## src/rtl/usr_pkg.sv

```systemverilog
package usr_pkg;

	// Units per item and derived widths
	localparam int LANES      = 4;
	localparam int LANE_IDX_W = $clog2(LANES);
	localparam int COUNT_W    = 3;
	localparam int UNIT_W     = 16;

	// Result queue sizing: room for two results from one transfer
	localparam int RQ_DEPTH = 4;
	localparam int RQ_PTR_W = $clog2(RQ_DEPTH);
	localparam int RQ_CNT_W = $clog2(RQ_DEPTH + 1);

	// Surrogate tags and replacement character in both byte orders
	localparam logic [UNIT_W-1:0] SURR_MASK    = 16'hFC00;
	localparam logic [UNIT_W-1:0] HIGH_TAG     = 16'hD800;
	localparam logic [UNIT_W-1:0] LOW_TAG      = 16'hDC00;
	localparam logic [UNIT_W-1:0] REPL_NATIVE  = 16'hFFFD;
	localparam logic [UNIT_W-1:0] REPL_SWAPPED = 16'hFDFF;

	typedef logic [UNIT_W-1:0] unit_t;

	typedef struct packed {
		unit_t              unit_a;
		unit_t              unit_b;
		unit_t              unit_c;
		unit_t              unit_d;
		logic [COUNT_W-1:0] unit_count;
		logic               last_item;
	} item_t;

	typedef struct packed {
		unit_t              fixed_a;
		unit_t              fixed_b;
		unit_t              fixed_c;
		unit_t              fixed_d;
		logic [COUNT_W-1:0] fixed_count;
		logic               end_of_string;
	} result_t;

	typedef struct packed {
		logic    valid;
		result_t data;
	} push_t;

	function automatic unit_t unit_value(input unit_t raw, input logic swapped);
		return swapped ? {raw[7:0], raw[15:8]} : raw;
	endfunction

	function automatic logic is_high(input unit_t raw, input logic swapped);
		return (unit_value(raw, swapped) & SURR_MASK) == HIGH_TAG;
	endfunction

	function automatic logic is_low(input unit_t raw, input logic swapped);
		return (unit_value(raw, swapped) & SURR_MASK) == LOW_TAG;
	endfunction

endpackage

```

## src/rtl/utf16_surrogate_repair.sv

```systemverilog
// UTF-16 unpaired-surrogate repair.
// Items of four code units enter on item/item_valid/item_stall; a transfer
// happens at a clock edge with item_valid high and item_stall low. Repaired
// items leave on result/result_valid/result_stall under the same rule.
// The byte-order register is written through cfg_valid/cfg_ready/cfg_data;
// cfg_ready is always high; it must be written only while the block is idle, which the block itself does not enforce.
// Throughput: one item per cycle while item_stall is low. Each item is held
// until the first unit of the next item is known, so its result is written
// into the result queue at the next item's transfer. A last item releases
// both the held result and its own, the held one first; the two results go
// into a four-entry result queue together, which lets one item per cycle flow
// in steady state. Pairing is judged by four lane units for the held item
// and four for the incoming one, working side by side.
// item_stall rises when the result queue has fewer than two free entries,
// so a stalled receiver backs up the input after at most four more items.
// Reset clears the held item, the pairing state, the queue and the
// byte-order register (native order).
module utf16_surrogate_repair
	import usr_pkg::*;
(
	input  logic    clk,
	input  logic    arst_n,
	input  logic    item_valid,
	output logic    item_stall,
	input  item_t   item,
	output logic    result_valid,
	input  logic    result_stall,
	output result_t result,
	input  logic    cfg_valid,
	output logic    cfg_ready,
	input  logic    cfg_data
);

	logic               byte_swapped_q;
	unit_t              held_units_q [LANES];
	logic [COUNT_W-1:0] held_count_q;
	logic               held_valid_q;
	logic               before_is_high_q;

	unit_t              cur_units [LANES];
	logic [COUNT_W-1:0] cur_n;
	logic               accept;
	logic               space;
	logic               prev_high;
	logic [COUNT_W-1:0] held_last;

	logic               held_hi [LANES];
	logic               held_lo [LANES];
	unit_t              held_fix [LANES];
	logic               cur_hi [LANES];
	logic               cur_lo [LANES];
	unit_t              cur_fix [LANES];

	result_t            held_res;
	result_t            cur_res;
	push_t              push_a;
	push_t              push_b;

	assign cfg_ready  = 1'b1;
	assign item_stall = !space;
	assign accept     = item_valid && space;

	assign cur_units[0] = item.unit_a;
	assign cur_units[1] = item.unit_b;
	assign cur_units[2] = item.unit_c;
	assign cur_units[3] = item.unit_d;

	// Clamp the unit count to one..LANES
	always_comb begin
		if (item.unit_count == '0) begin
			cur_n = COUNT_W'(1);
		end else if (item.unit_count > COUNT_W'(LANES)) begin
			cur_n = COUNT_W'(LANES);
		end else begin
			cur_n = item.unit_count;
		end
	end

	// Pairing context for the incoming item
	assign held_last = held_count_q - COUNT_W'(1);
	assign prev_high = held_valid_q ? held_hi[held_last[LANE_IDX_W-1:0]] : before_is_high_q;

	// Lanes for the held item and the incoming item
	for (genvar i = 0; i < LANES; i++) begin : g_lane
		logic h_prev;
		logic h_next;
		logic c_prev;
		logic c_next;

		if (i == 0) begin : g_first
			assign h_prev = before_is_high_q;
			assign c_prev = prev_high;
		end else begin : g_rest
			assign h_prev = held_hi[i-1];
			assign c_prev = cur_hi[i-1];
		end

		if (i + 1 < LANES) begin : g_inner
			assign h_next = (COUNT_W'(i + 1) < held_count_q) ? held_lo[i+1] : cur_lo[0];
			assign c_next = (COUNT_W'(i + 1) < cur_n) ? cur_lo[i+1] : 1'b0;
		end else begin : g_edge
			assign h_next = cur_lo[0];
			assign c_next = 1'b0;
		end

		usr_lane u_held (
			.raw       (held_units_q[i]),
			.swapped   (byte_swapped_q),
			.active    (COUNT_W'(i) < held_count_q),
			.prev_high (h_prev),
			.next_low  (h_next),
			.hi        (held_hi[i]),
			.lo        (held_lo[i]),
			.fixed     (held_fix[i])
		);

		usr_lane u_cur (
			.raw       (cur_units[i]),
			.swapped   (byte_swapped_q),
			.active    (COUNT_W'(i) < cur_n),
			.prev_high (c_prev),
			.next_low  (c_next),
			.hi        (cur_hi[i]),
			.lo        (cur_lo[i]),
			.fixed     (cur_fix[i])
		);
	end

	// Merge lane outputs into results
	always_comb begin
		held_res.fixed_a       = held_fix[0];
		held_res.fixed_b       = held_fix[1];
		held_res.fixed_c       = held_fix[2];
		held_res.fixed_d       = held_fix[3];
		held_res.fixed_count   = held_count_q;
		held_res.end_of_string = 1'b0;

		cur_res.fixed_a        = cur_fix[0];
		cur_res.fixed_b        = cur_fix[1];
		cur_res.fixed_c        = cur_fix[2];
		cur_res.fixed_d        = cur_fix[3];
		cur_res.fixed_count    = cur_n;
		cur_res.end_of_string  = 1'b1;
	end

	// Queue the held result first, then the last item's own
	always_comb begin
		push_a.valid = accept && (held_valid_q || item.last_item);
		push_a.data  = held_valid_q ? held_res : cur_res;
		push_b.valid = accept && held_valid_q && item.last_item;
		push_b.data  = cur_res;
	end

	usr_rq u_rq (
		.clk          (clk),
		.arst_n       (arst_n),
		.push_a       (push_a),
		.push_b       (push_b),
		.space        (space),
		.result_valid (result_valid),
		.result_stall (result_stall),
		.result       (result)
	);

	// Hold the units of a non-last item
	always_ff @(posedge clk) begin
		if (accept && !item.last_item) begin
			held_units_q <= cur_units;
		end
	end

	// Update pairing state and byte order
	always_ff @(posedge clk or negedge arst_n) begin
		if (!arst_n) begin
			byte_swapped_q   <= 1'b0;
			held_count_q     <= '0;
			held_valid_q     <= 1'b0;
			before_is_high_q <= 1'b0;
		end else begin
			if (cfg_valid && cfg_ready) begin
				byte_swapped_q <= cfg_data;
			end
			if (accept) begin
				if (item.last_item) begin
					held_count_q     <= '0;
					held_valid_q     <= 1'b0;
					before_is_high_q <= 1'b0;
				end else begin
					held_count_q     <= cur_n;
					held_valid_q     <= 1'b1;
					before_is_high_q <= prev_high;
				end
			end
		end
	end

endmodule

```

## src/rtl/usr_lane.sv

```systemverilog
module usr_lane
	import usr_pkg::*;
(
	input  unit_t raw,
	input  logic  swapped,
	input  logic  active,
	input  logic  prev_high,
	input  logic  next_low,
	output logic  hi,
	output logic  lo,
	output unit_t fixed
);

	logic ill;

	// Classify this unit for the neighboring lanes
	assign hi = is_high(raw, swapped);
	assign lo = is_low(raw, swapped);

	// Flag a low without a leading high, or a high without a trailing low
	assign ill = (lo && !prev_high) || (hi && !next_low);

	// Replace ill-sequenced units, zero unused lanes
	always_comb begin
		if (!active) begin
			fixed = '0;
		end else if (ill) begin
			fixed = swapped ? REPL_SWAPPED : REPL_NATIVE;
		end else begin
			fixed = raw;
		end
	end

endmodule

```

## src/rtl/usr_rq.sv

```systemverilog
module usr_rq
	import usr_pkg::*;
(
	input  logic    clk,
	input  logic    arst_n,
	input  push_t   push_a,
	input  push_t   push_b,
	output logic    space,
	output logic    result_valid,
	input  logic    result_stall,
	output result_t result
);

	result_t             mem_q [RQ_DEPTH];
	logic [RQ_PTR_W-1:0] wr_ptr_q;
	logic [RQ_PTR_W-1:0] rd_ptr_q;
	logic [RQ_CNT_W-1:0] count_q;
	logic [RQ_PTR_W-1:0] wr_ptr_b;
	logic                pop;
	logic [RQ_CNT_W-1:0] n_push;

	assign wr_ptr_b     = wr_ptr_q + RQ_PTR_W'(1);
	assign result_valid = (count_q != '0);
	assign result       = mem_q[rd_ptr_q];
	assign pop          = result_valid && !result_stall;
	assign n_push       = RQ_CNT_W'(push_a.valid) + RQ_CNT_W'(push_b.valid);

	// Accept a new item only with room for two results
	assign space = (count_q <= RQ_CNT_W'(RQ_DEPTH - 2));

	// Store results; the second push follows the first
	always_ff @(posedge clk) begin
		if (push_a.valid) begin
			mem_q[wr_ptr_q] <= push_a.data;
		end
		if (push_b.valid) begin
			mem_q[wr_ptr_b] <= push_b.data;
		end
	end

	// Advance pointers and occupancy
	always_ff @(posedge clk or negedge arst_n) begin
		if (!arst_n) begin
			wr_ptr_q <= '0;
			rd_ptr_q <= '0;
			count_q  <= '0;
		end else begin
			wr_ptr_q <= wr_ptr_q + RQ_PTR_W'(n_push);
			if (pop) begin
				rd_ptr_q <= rd_ptr_q + RQ_PTR_W'(1);
			end
			count_q <= count_q + n_push - RQ_CNT_W'(pop);
		end
	end

endmodule

```

## config.mk

```make
export PLATFORM = sky130hd
export DESIGN_NAME = utf16_surrogate_repair
export DESIGN_NICKNAME = d
export VERILOG_FILES = /design/src/rtl/usr_pkg.sv /design/src/rtl/utf16_surrogate_repair.sv /design/src/rtl/usr_lane.sv /design/src/rtl/usr_rq.sv
export SDC_FILE = /design/constraint.sdc
export NUM_CORES = 1
export LEC_CHECK = 0
export BUFFER_PORTS_ARGS = -buffer_cell sky130_fd_sc_hd__buf_2
export CAP_MARGIN = 15
export CORE_MARGIN = 1.5
export CORE_UTILIZATION = 38
export CTS_CLUSTER_SIZE = 14
export DETAILED_ROUTE_END_ITERATION = 8
export GPL_TIMING_DRIVEN = 0
export SYNTH_ARGS = -nofsm -noshare
export SYNTH_HDL_FRONTEND = slang
export SYNTH_SLANG_ARGS = --single-unit
```

## constraint.sdc

```tcl
create_clock -name clk -period 14.4 [get_ports clk]
set_clock_uncertainty 0.15 [all_clocks]
set_input_delay 4.32 -clock clk [delete_from_list [all_inputs] [get_ports clk]]
set_output_delay 4.32 -clock clk [all_outputs]
set_load 0.02 [all_outputs]
```

==> results of run 1 <==
logic make-up after synthesis:
group,after synthesis
AOI/OAI and AO/OA,370
xor gates and xnor gates,7
adders and majority gates,6
buffers and inverters,111
DFF,349
muxes,85
other,1
and+or+nand+nor,226
placed cells by master, fill, tap and decap left out, types with 5 or more instances in the layout:
master and count:
mux4_2 68, clkinv_1 10, nand3_1 9, buf_12 9, o22ai_1 260, nor2_2 11, nand2b_1 7, buf_6 5
o32ai_1 7, dfrtp_1 13, nand4b_1 7, nand2_1 60, buf_2 150, clkbuf_16 37, o22a_1 18, a21oi_1 6
nor2_4 22, edfxtp_1 332, o21ai_0 33, nor3_1 6, xnor2_1 6, buf_1 10, mux2i_1 10, inv_1 17
clkbuf_1 72, o21ai_1 13, ha_1 5, nand4bb_1 5, nor2_1 70, clkinv_2 7
routing by layer:
metal	part of all wire (%)	vias to the layer above
li1	-	5138
met1	40	5894
met2	48	623
met3	9.2	110
met4	3.1	6
met5	0.066	-
cells in the mapped netlist, drive strengths merged (3+ instances only):
cell type,instances
o211ai,3
dfrtp,13
nand4b,7
or3,4
edfxtp,332
nor2,103
mux2i,12
and3,3
a21oi,7
o31ai,4
clkbuf,67
nand2,61
mux2,5
o32ai,7
ha,5
inv,18
xnor2,6
nand2b,7
a211o,3
nor3,6
o22a,19
o22ai,260
mux4,68
buf,26
a31oi,3
nand3,10
or2,4
nand4bb,5
dfxtp,4
nor2b,5
and2,3
o21ai,48
worst paths after layout:
check                                  from           endpoint  slack [ns]  depth (start not counted)
min in group asynchronous            arst_n   u_rq.rd_ptr_q[1]        3.53                          1
max in group asynchronous            arst_n   u_rq.rd_ptr_q[0]       10.32                          1
hold reg to reg            u_rq.mem_q[1][0]   u_rq.mem_q[1][0]        0.34                          1
setup / recovery           u_rq.rd_ptr_q[1]         result[54]        6.69                          5
setup reg to reg            u_rq.count_q[0]  u_rq.mem_q[0][60]       10.87                          7
hold / removal             u_rq.mem_q[1][0]   u_rq.mem_q[1][0]        0.34                          1
flip-flops by register name, indices dropped and copies added, names as in the netlist:
name / count
u_rq.mem_q: 272
held_units_q: 64
held_count_q: 3
u_rq.count_q: 3
u_rq.rd_ptr_q: 2
u_rq.wr_ptr_q: 2
before_is_high_q: 1
byte_swapped_q: 1
held_valid_q: 1
layout make-up:
| type | instances | area share [%] |
|---|---|---|
| Antenna cell | 1 | 0.01303 |
| Inverter | 18 | 0.3517 |
| Tap cell | 577 | 3.758 |
| Multi-Input combinational cell | 695 | 29.06 |
| Clock buffer | 42 | 4.918 |
| Sequential cell | 349 | 54.01 |
| Buffer | 93 | 2.267 |
| Clock inverter | 20 | 0.7295 |
| Timing Repair Buffer | 153 | 4.885 |
stage by stage:
stage | TNS (ns) | power (uW)
2_1_floorplan | 0 | 2147
3_5_place_dp | 0 | 2572
6_report | 0 | 3435
4_1_cts | 0 | 3452
5_1_grt | 0 | 3577
3_3_place_gp | -59.94 | 2559
power by group:
| part | total (uW) | switching, uW | leakage, uW | internal (uW) |
|---|---|---|---|---|
| Sequential | 1330 | 44.5 | 0.00331 | 1290 |
| Combinational | 1210 | 774 | 0.00244 | 437 |
| Clock | 891 | 388 | 0.000533 | 503 |
==> results.yml, run 1 <==
global_route:
  grtUsageTotal_pct: 22.41
  grt.met1_usage_pct: 30.41
  grt_most_used_layer: "met2"
  use_met2_pct: 36.14
  grt_overflow: 0
  antenna_found_initial: 4
  grt_max_degree: 37
  grt_pass1_wl_um: 73810
  grt_pass1_vias: 11820
  met3_usage_pct: 4.089
sta:
  relSlewSlack_pct: 30.77
  setup_viol: 0
  rsz0062_at_grt: "false"
  min_period_ns: 7.709
  hold_viol_final: 0
  fin_hold_ws_ns: 0.3361
  final.setup.worst_slack_ns: 6.691
  slew_viol_final: 0
  worst_pin_slew_ns: 1.039
  max_clock_freq_ghz: 0.1297
  fin_crit_sh_pct: 53.54
die:
  start_util_pct: 38.80
  row_count: 75
  core-area_um2: 42320
  dieHeight_um: 210.9
  die_area_um2: 44470
  ioPinCount: 145
  die_width_um: 210.9
synthesis:
  yosysTopAreaCellShare_pct: 60.72
  synth_compound_area_share_pct: 14.88
  yosys_warnings: 0
  ys_ff_latch: 349
  yosysUniqueCellTypes: 73
  yosysSeqAreaShare_pct: 63.19
  synth-xor-area-share_pct: 0.3734
  synth_top_family_by_area: "compound AO/OA/AOI/OAI gates"
  syn_area_um2: 16420
  synth_top_cell_by_area: "edfxtp_1"
  synthSimpleGateAreaFrac_pct: 7.498
  synth_edf_count: 332
  async_flop_share_pct: 3.725
  synth_cells: 1155
  synth_ff_type: "edfxtp_1"
  synthAdderAreaFrac_pct: 0.5029
  yosys-mux-area-fraction_pct: 10.47
  netlist_top_cells_area: "edfxtp_1, o22ai_1, mux4_2, dfrtp_1, nor2_1"
  synth_nets: 1235
  syn_avg_cell_area_um2: 14.22
layout:
  multi_input_area_um2: 5583
  fin_util_pct: 45.39
  nFillCells: 3835
  fin_area_um2: 19210
  layout-drive-gt1-share_pct: 24.96
  seqCellArea_um2: 10380
  final_cells: 1948
  nets: 1427
  area_growth_pct: 16.99
drt:
  wl_per_cell_um: 25.69
  wirelength_um: 50040
  first_pass_iters: 5
  vias_per_cell: 6.043
  routed-via-count: 11770
  antenna_left: 0
  drc_errors: 0
  dr.first_iter.drc_count: 1348
worst_setup_path:
  cpMaxStageDelayCell: "buf_1"
  crit_chain: "clkbuf_1 > clkbuf_1 > buf_1 > mux4_2 > buf_2"
  critPathKind: "flop to output port"
  worstPathArrival_ns: 3.24
  cpPeakStageDelay_ns: 0.67
  endpoint_kind: "output port"
  crit_fanout: 10
  crit_top_cell: "clkbuf_1"
  path_buf_inv: 4
  path_delay_family: "buffers and inverters"
  required_ns: 9.93
  startpoint_type: "flop"
placed_design:
  port_buffers: 143
  dp_cells: 1885
  pre_cts_ws_ns: 7.234
  place_hpwl_um: 34580
  place.gp.congestion: 0.8324
  place_area_um2: 18120
flow_run:
  max-cap-violations: 0
clock_tree:
  cts_buffers: 37
  tritoncts: "done"
  htree_num_levels: 2
  cts.sinks: 349
  clk_pin_slew_ns: 0.06
  cts_root_buf: "clkbuf_16"
  cts_resized: 0
  clock_latency_ns: 0.54
  cts_setup_buffers: 0
  holdBufCountCts: 0
  clock_path_buffers: 3
power_and_ir_drop:
  p_per_area_nw_per_um2: 178.8
  ir_worst_vdd_v: 0.00007301
  leakage_uw: 0.006290
run_status:
  outcome: "complete, no violations"
worst_hold_path:
  hp-class: "flop to flop"
(Power assumes the default switching activity.)
==> run 2: changes to the inputs <==
- clock period: 14.4 -> 8.05 ns (I/O delays scaled with it)
==> run 2 against run 1 <==
- critical path depth did not move
- sequential power grew 80%
- register-to-register slack got worse by 6.3 ns
- sequential cell count unchanged
- clock power up 72%
- non-clock buffer count is 2 higher
- cell count grew 0.10%
- die area unchanged
- total power is 78% higher
- hold slack got worse by 0.023 ns
- highest routed layer unchanged
==> results.yml, run 2 (same netlist as run 1, synthesis figures left out) <==
clock_tree:
  clock_latency_ns: 0.53
  cts_setup_buffers: 0
  holdBufCountCts: 0
  htree_num_levels: 2
  cts_buffers: 37
  clk_pin_slew_ns: 0.06
  cts_resized: 0
  tritoncts: "done"
  cts_root_buf: "clkbuf_16"
  cts.sinks: 349
  clock_path_buffers: 3
power_and_ir_drop:
  ir_worst_vdd_v: 0.0001666
  combPwrFrac_pct: 35.8
  leakage_uw: 0.006297
  finalPower_uw: 6106
  switching_power_uw: 2161
  intPower_uw: 3946
  switching_share_pct: 35.38
  p_seq_share_pct: 39.1
  clkPwrFrac_pct: 25.1
  p_per_area_nw_per_um2: 317.7
global_route:
  grt_pass1_wl_um: 75290
  grt_max_degree: 38
  grt_pass1_vias: 12120
  grtUsageTotal_pct: 22.76
  grt_overflow: 0
  antenna_found_initial: 2
layout:
  layout-drive-gt1-share_pct: 24.98
  final_cell_mix: "edfxtp_1, o22ai_1, buf_2, clkbuf_1, nor2_1"
  top_register: "u_rq.mem_q"
  n_antenna_cell: 0
  final_cells: 1950
  area_growth_pct: 17.05
  final_common_cell: "edfxtp_1"
  largest_reg_flops: 272
  nets: 1429
  largest_registers: "u_rq.mem_q x272, held_units_q x64"
  fin_area_um2: 19220
die:
  die_width_um: 210.9
  die_area_um2: 44470
  row_count: 75
  core-area_um2: 42320
  ioPinCount: 145
  start_util_pct: 38.80
  dieHeight_um: 210.9
flow_run:
  max-cap-violations: 0
sta:
  fin_hold_ws_ns: 0.3132
  worst_pin_slew_ns: 0.9945
  setup_viol: 0
  rsz0062_at_grt: "false"
  min_period_ns: 5.783
  final.setup.worst_slack_ns: 2.267
  fin_crit_sh_pct: 71.84
  relSlewSlack_pct: 33.70
  hold_viol_final: 0
  slew_viol_final: 0
  max_clock_freq_ghz: 0.1729
drt:
  wl_per_cell_um: 26.00
  routed-via-count: 11860
  antenna_left: 0
  drc_errors: 0
  first_pass_iters: 6
  dr.first_iter.drc_count: 1266
  wirelength_um: 50700
  vias_per_cell: 6.081
worst_setup_path:
  crit_chain: "clkbuf_1 > clkbuf_1 > buf_1 > mux4_2 > buf_2"
  required_ns: 5.49
  worstPathArrival_ns: 3.22
  critPathKind: "flop to output port"
  cpMaxStageDelayCell: "buf_1"
  crit_fanout: 10
  startpoint_type: "flop"
  crit_top_cell: "clkbuf_1"
  endpoint_kind: "output port"
  cpPeakStageDelay_ns: 0.65
placed_design:
  place_area_um2: 18180
  dp_cells: 1887
  pre_cts_ws_ns: 2.739
  port_buffers: 143
  place_hpwl_um: 35260
  place.gp.congestion: 0.8271
run_status:
  outcome: "complete, no violations"
worst_hold_path:
  hp-class: "flop to flop"
run 2: changes by cell type in the layout (fill, tap and decap cells not counted):
cell / before / now
clkbuf_1: 72 / 75
diode_2: 1 / 0
clkinv_2: 7 / 8
clkbuf_8: 0 / 1
clkinv_1: 10 / 9
bufinv_16: 2 / 0
clkinvlp_4: 1 / 0
buf_16: 3 / 5
run 2: power groups by stage:
stage	Combinational, uW	Sequential, uW	Clock [uW]
finish	2190	2390	1530
global route	2340	2410	1620
CTS	2210	2390	1550
global placement	2100	2470	0
floorplan	1410	2420	0
detailed placement	2200	2420	0
run 2: worst paths after layout:
path                                   from           endpoint  slack (ns)  cells past startpoint
setup / recovery           u_rq.rd_ptr_q[1]         result[54]        2.27                      5
hold / removal             u_rq.mem_q[3][0]   u_rq.mem_q[3][0]        0.31                      1
setup reg to reg            u_rq.count_q[0]  u_rq.mem_q[0][58]        4.60                      7
hold reg to reg            u_rq.mem_q[3][0]   u_rq.mem_q[3][0]        0.31                      1
max in group asynchronous            arst_n    held_count_q[2]        5.87                      1
min in group asynchronous            arst_n    u_rq.count_q[2]        1.63                      1
run 2: worst max-delay path, delay by kind of cell (launching register included):
kind / cells / cell delay [ns]
DFF: 1 / 0.34
buffers and inverters: 4 / 1.91
muxes: 1 / 0.46
run 2: final cells by class:
class                           instances  area, um2
Timing Repair Buffer                  155      993.5
Multi-Input combinational cell        695       5583
Clock inverter                         17      73.82
Sequential cell                       349      10380
Buffer                                 93      435.4
Tap cell                              577      721.9
Clock buffer                           46      969.7
Inverter                               18      67.56
Fill cell                            3805      23100
run 2: stage by stage:
stage	TNS, ns	utilization (%)
2_1_floorplan	0	-
3_3_place_gp	-344.26	42.19
3_5_place_dp	0	42.95
4_1_cts	0	45.41
5_1_grt	0	45.41
6_report	0	45.41
run 2: layer usage:
layer | track usage [%] | share of wire, % | vias up
li1 | - | - | 5133
met1 | 31.14 | 41 | 5978
met2 | 36.61 | 48 | 627
met3 | 3.568 | 8.6 | 116
met4 | 8.818 | 3.3 | 4
met5 | 0 | 0.043 | -
==> run 3: changes to the inputs <==
- clock period: 8.05 -> 5.6 ns (I/O delays scaled with it)
==> run 3 against run 2 <==
- total power up 46%
- combinational power up 43%
- non-clock buffer count down 1
- routed wire length down 1.3%
==> results.yml, run 3 (same netlist as run 1, synthesis figures left out) <==
clock_tree:
  cts_setup_buffers: 0
  clock_path_buffers: 3
  cts.sinks: 349
  tritoncts: "done"
  clk_pin_slew_ns: 0.06
  cts_resized: 0
  cts_buffers: 37
  holdBufCountCts: 0
  htree_num_levels: 2
  clock_latency_ns: 0.54
  cts_root_buf: "clkbuf_16"
global_route:
  antenna_found_initial: 4
  grt_pass1_vias: 11740
  grt_overflow: 0
  grtUsageTotal_pct: 22.34
  grt_max_degree: 48
  grt_pass1_wl_um: 73620
sta:
  rsz0062_at_grt: "false"
  setup_viol: 0
  slew_viol_final: 0
  fin_crit_sh_pct: 91.62
  max_clock_freq_ghz: 0.1949
  min_period_ns: 5.131
  worst_pin_slew_ns: 0.9929
  hold_viol_final: 0
  relSlewSlack_pct: 33.30
layout:
  largest_reg_flops: 272
  seqCellArea_um2: 10380
  final_cells: 1954
  top_register: "u_rq.mem_q"
  layout-drive-gt1-share_pct: 25.13
  fin_area_um2: 19310
  final_cell_mix: "edfxtp_1, o22ai_1, buf_2, clkbuf_1, nor2_1"
  nets: 1428
  final_common_cell: "edfxtp_1"
  multi_input_area_um2: 5583
  n_antenna_cell: 0
  fin_util_pct: 45.63
  largest_registers: "u_rq.mem_q x272, held_units_q x64"
  nFillCells: 3854
  area_growth_pct: 17.62
worst_setup_path:
  crit_fanout: 10
  worstPathArrival_ns: 3.30
  reg2reg_slack_ns: 2.02
  endpoint_kind: "output port"
  critPathKind: "flop to output port"
  reg2reg_depth: 7
  startpoint_type: "flop"
  required_ns: 3.77
drt:
  wl_per_cell_um: 25.61
  vias_per_cell: 6.021
  antenna_left: 0
  first_pass_iters: 5
  routed-via-count: 11770
  drc_errors: 0
  wirelength_um: 50050
  dr.first_iter.drc_count: 1416
placed_design:
  port_buffers: 143
  dp_cells: 1886
  place.gp.congestion: 0.8268
  place_hpwl_um: 34550
  place_area_um2: 18160
power_and_ir_drop:
  intPower_uw: 5815
  ir_worst_vdd_v: 0.0001962
  leakage_uw: 0.006340
  switching_power_uw: 3130
  clkPwrFrac_pct: 26.7
  combPwrFrac_pct: 35.0
  p_per_area_nw_per_um2: 463.2
  switching_share_pct: 34.99
  p_seq_share_pct: 38.3
die:
  core-area_um2: 42320
  die_area_um2: 44470
  ioPinCount: 145
  start_util_pct: 38.80
  row_count: 75
  die_width_um: 210.9
  dieHeight_um: 210.9
run_status:
  outcome: "complete, no violations"
flow_run:
  max-cap-violations: 0
worst_hold_path:
  hold_path_depth: 1
  hp-class: "flop to flop"
run 3: routing by layer:
| layer | routed length, um | share of wire (%) | GRT usage [%] |
|---|---|---|---|
| met3 | 4617 | 9.2 | 4.237 |
| met1 | 20290 | 41 | 30.54 |
| met2 | 23730 | 47 | 35.78 |
| met4 | 1360 | 2.7 | 7.882 |
| met5 | 56 | 0.11 | 0 |
run 3: through the flow:
step	setup TNS [ns]	worst slack (ns)	power (uW)	hold slack [ns]
final	0	0.4692	8945	0.3380
after global routing	0	0.4209	9292	0.3590
after CTS	0	0.4869	8987	0.3325
after detailed placement	0	1.054	6628	0.3066
after global placement	-383.66	-1.509	6548	0.3017
after floorplan	0	0.4606	5503	0.2811
run 3: area by class of cell:
type / instances / area share (%)
Inverter: 18 / 0.3499
Multi-Input combinational cell: 695 / 28.91
Clock inverter: 12 / 0.4406
Clock buffer: 56 / 5.546
Buffer: 93 / 2.255
Tap cell: 577 / 3.738
Timing Repair Buffer: 154 / 5.040
Sequential cell: 349 / 53.72
run 3: power by group through the flow:
stage | combinational (uW) | clock [uW] | sequential, uW
finish | 3130 | 2380 | 3430
global route | 3330 | 2500 | 3460
CTS | 3160 | 2400 | 3430
detailed placement | 3150 | 0 | 3480
global placement | 3030 | 0 | 3520
floorplan | 2040 | 0 | 3470
run 3: worst paths after layout:
check	start	end
worst min register to register	u_rq.mem_q[1][0]	u_rq.mem_q[1][0]
min in group asynchronous	arst_n	held_count_q[2]
worst max register to register	u_rq.count_q[1]	u_rq.mem_q[0][47]
worst max-delay path	u_rq.rd_ptr_q[1]	result[54]
worst min-delay path	u_rq.mem_q[1][0]	u_rq.mem_q[1][0]
max in group asynchronous	arst_n	held_valid_q
run 3: critical path: stages, from the launching register on:
cell and delay [ns]:
dfrtp_1 0.32, clkbuf_1 0.45, clkbuf_1 0.62, buf_1 0.74, mux4_2 0.45, buf_2 0.18
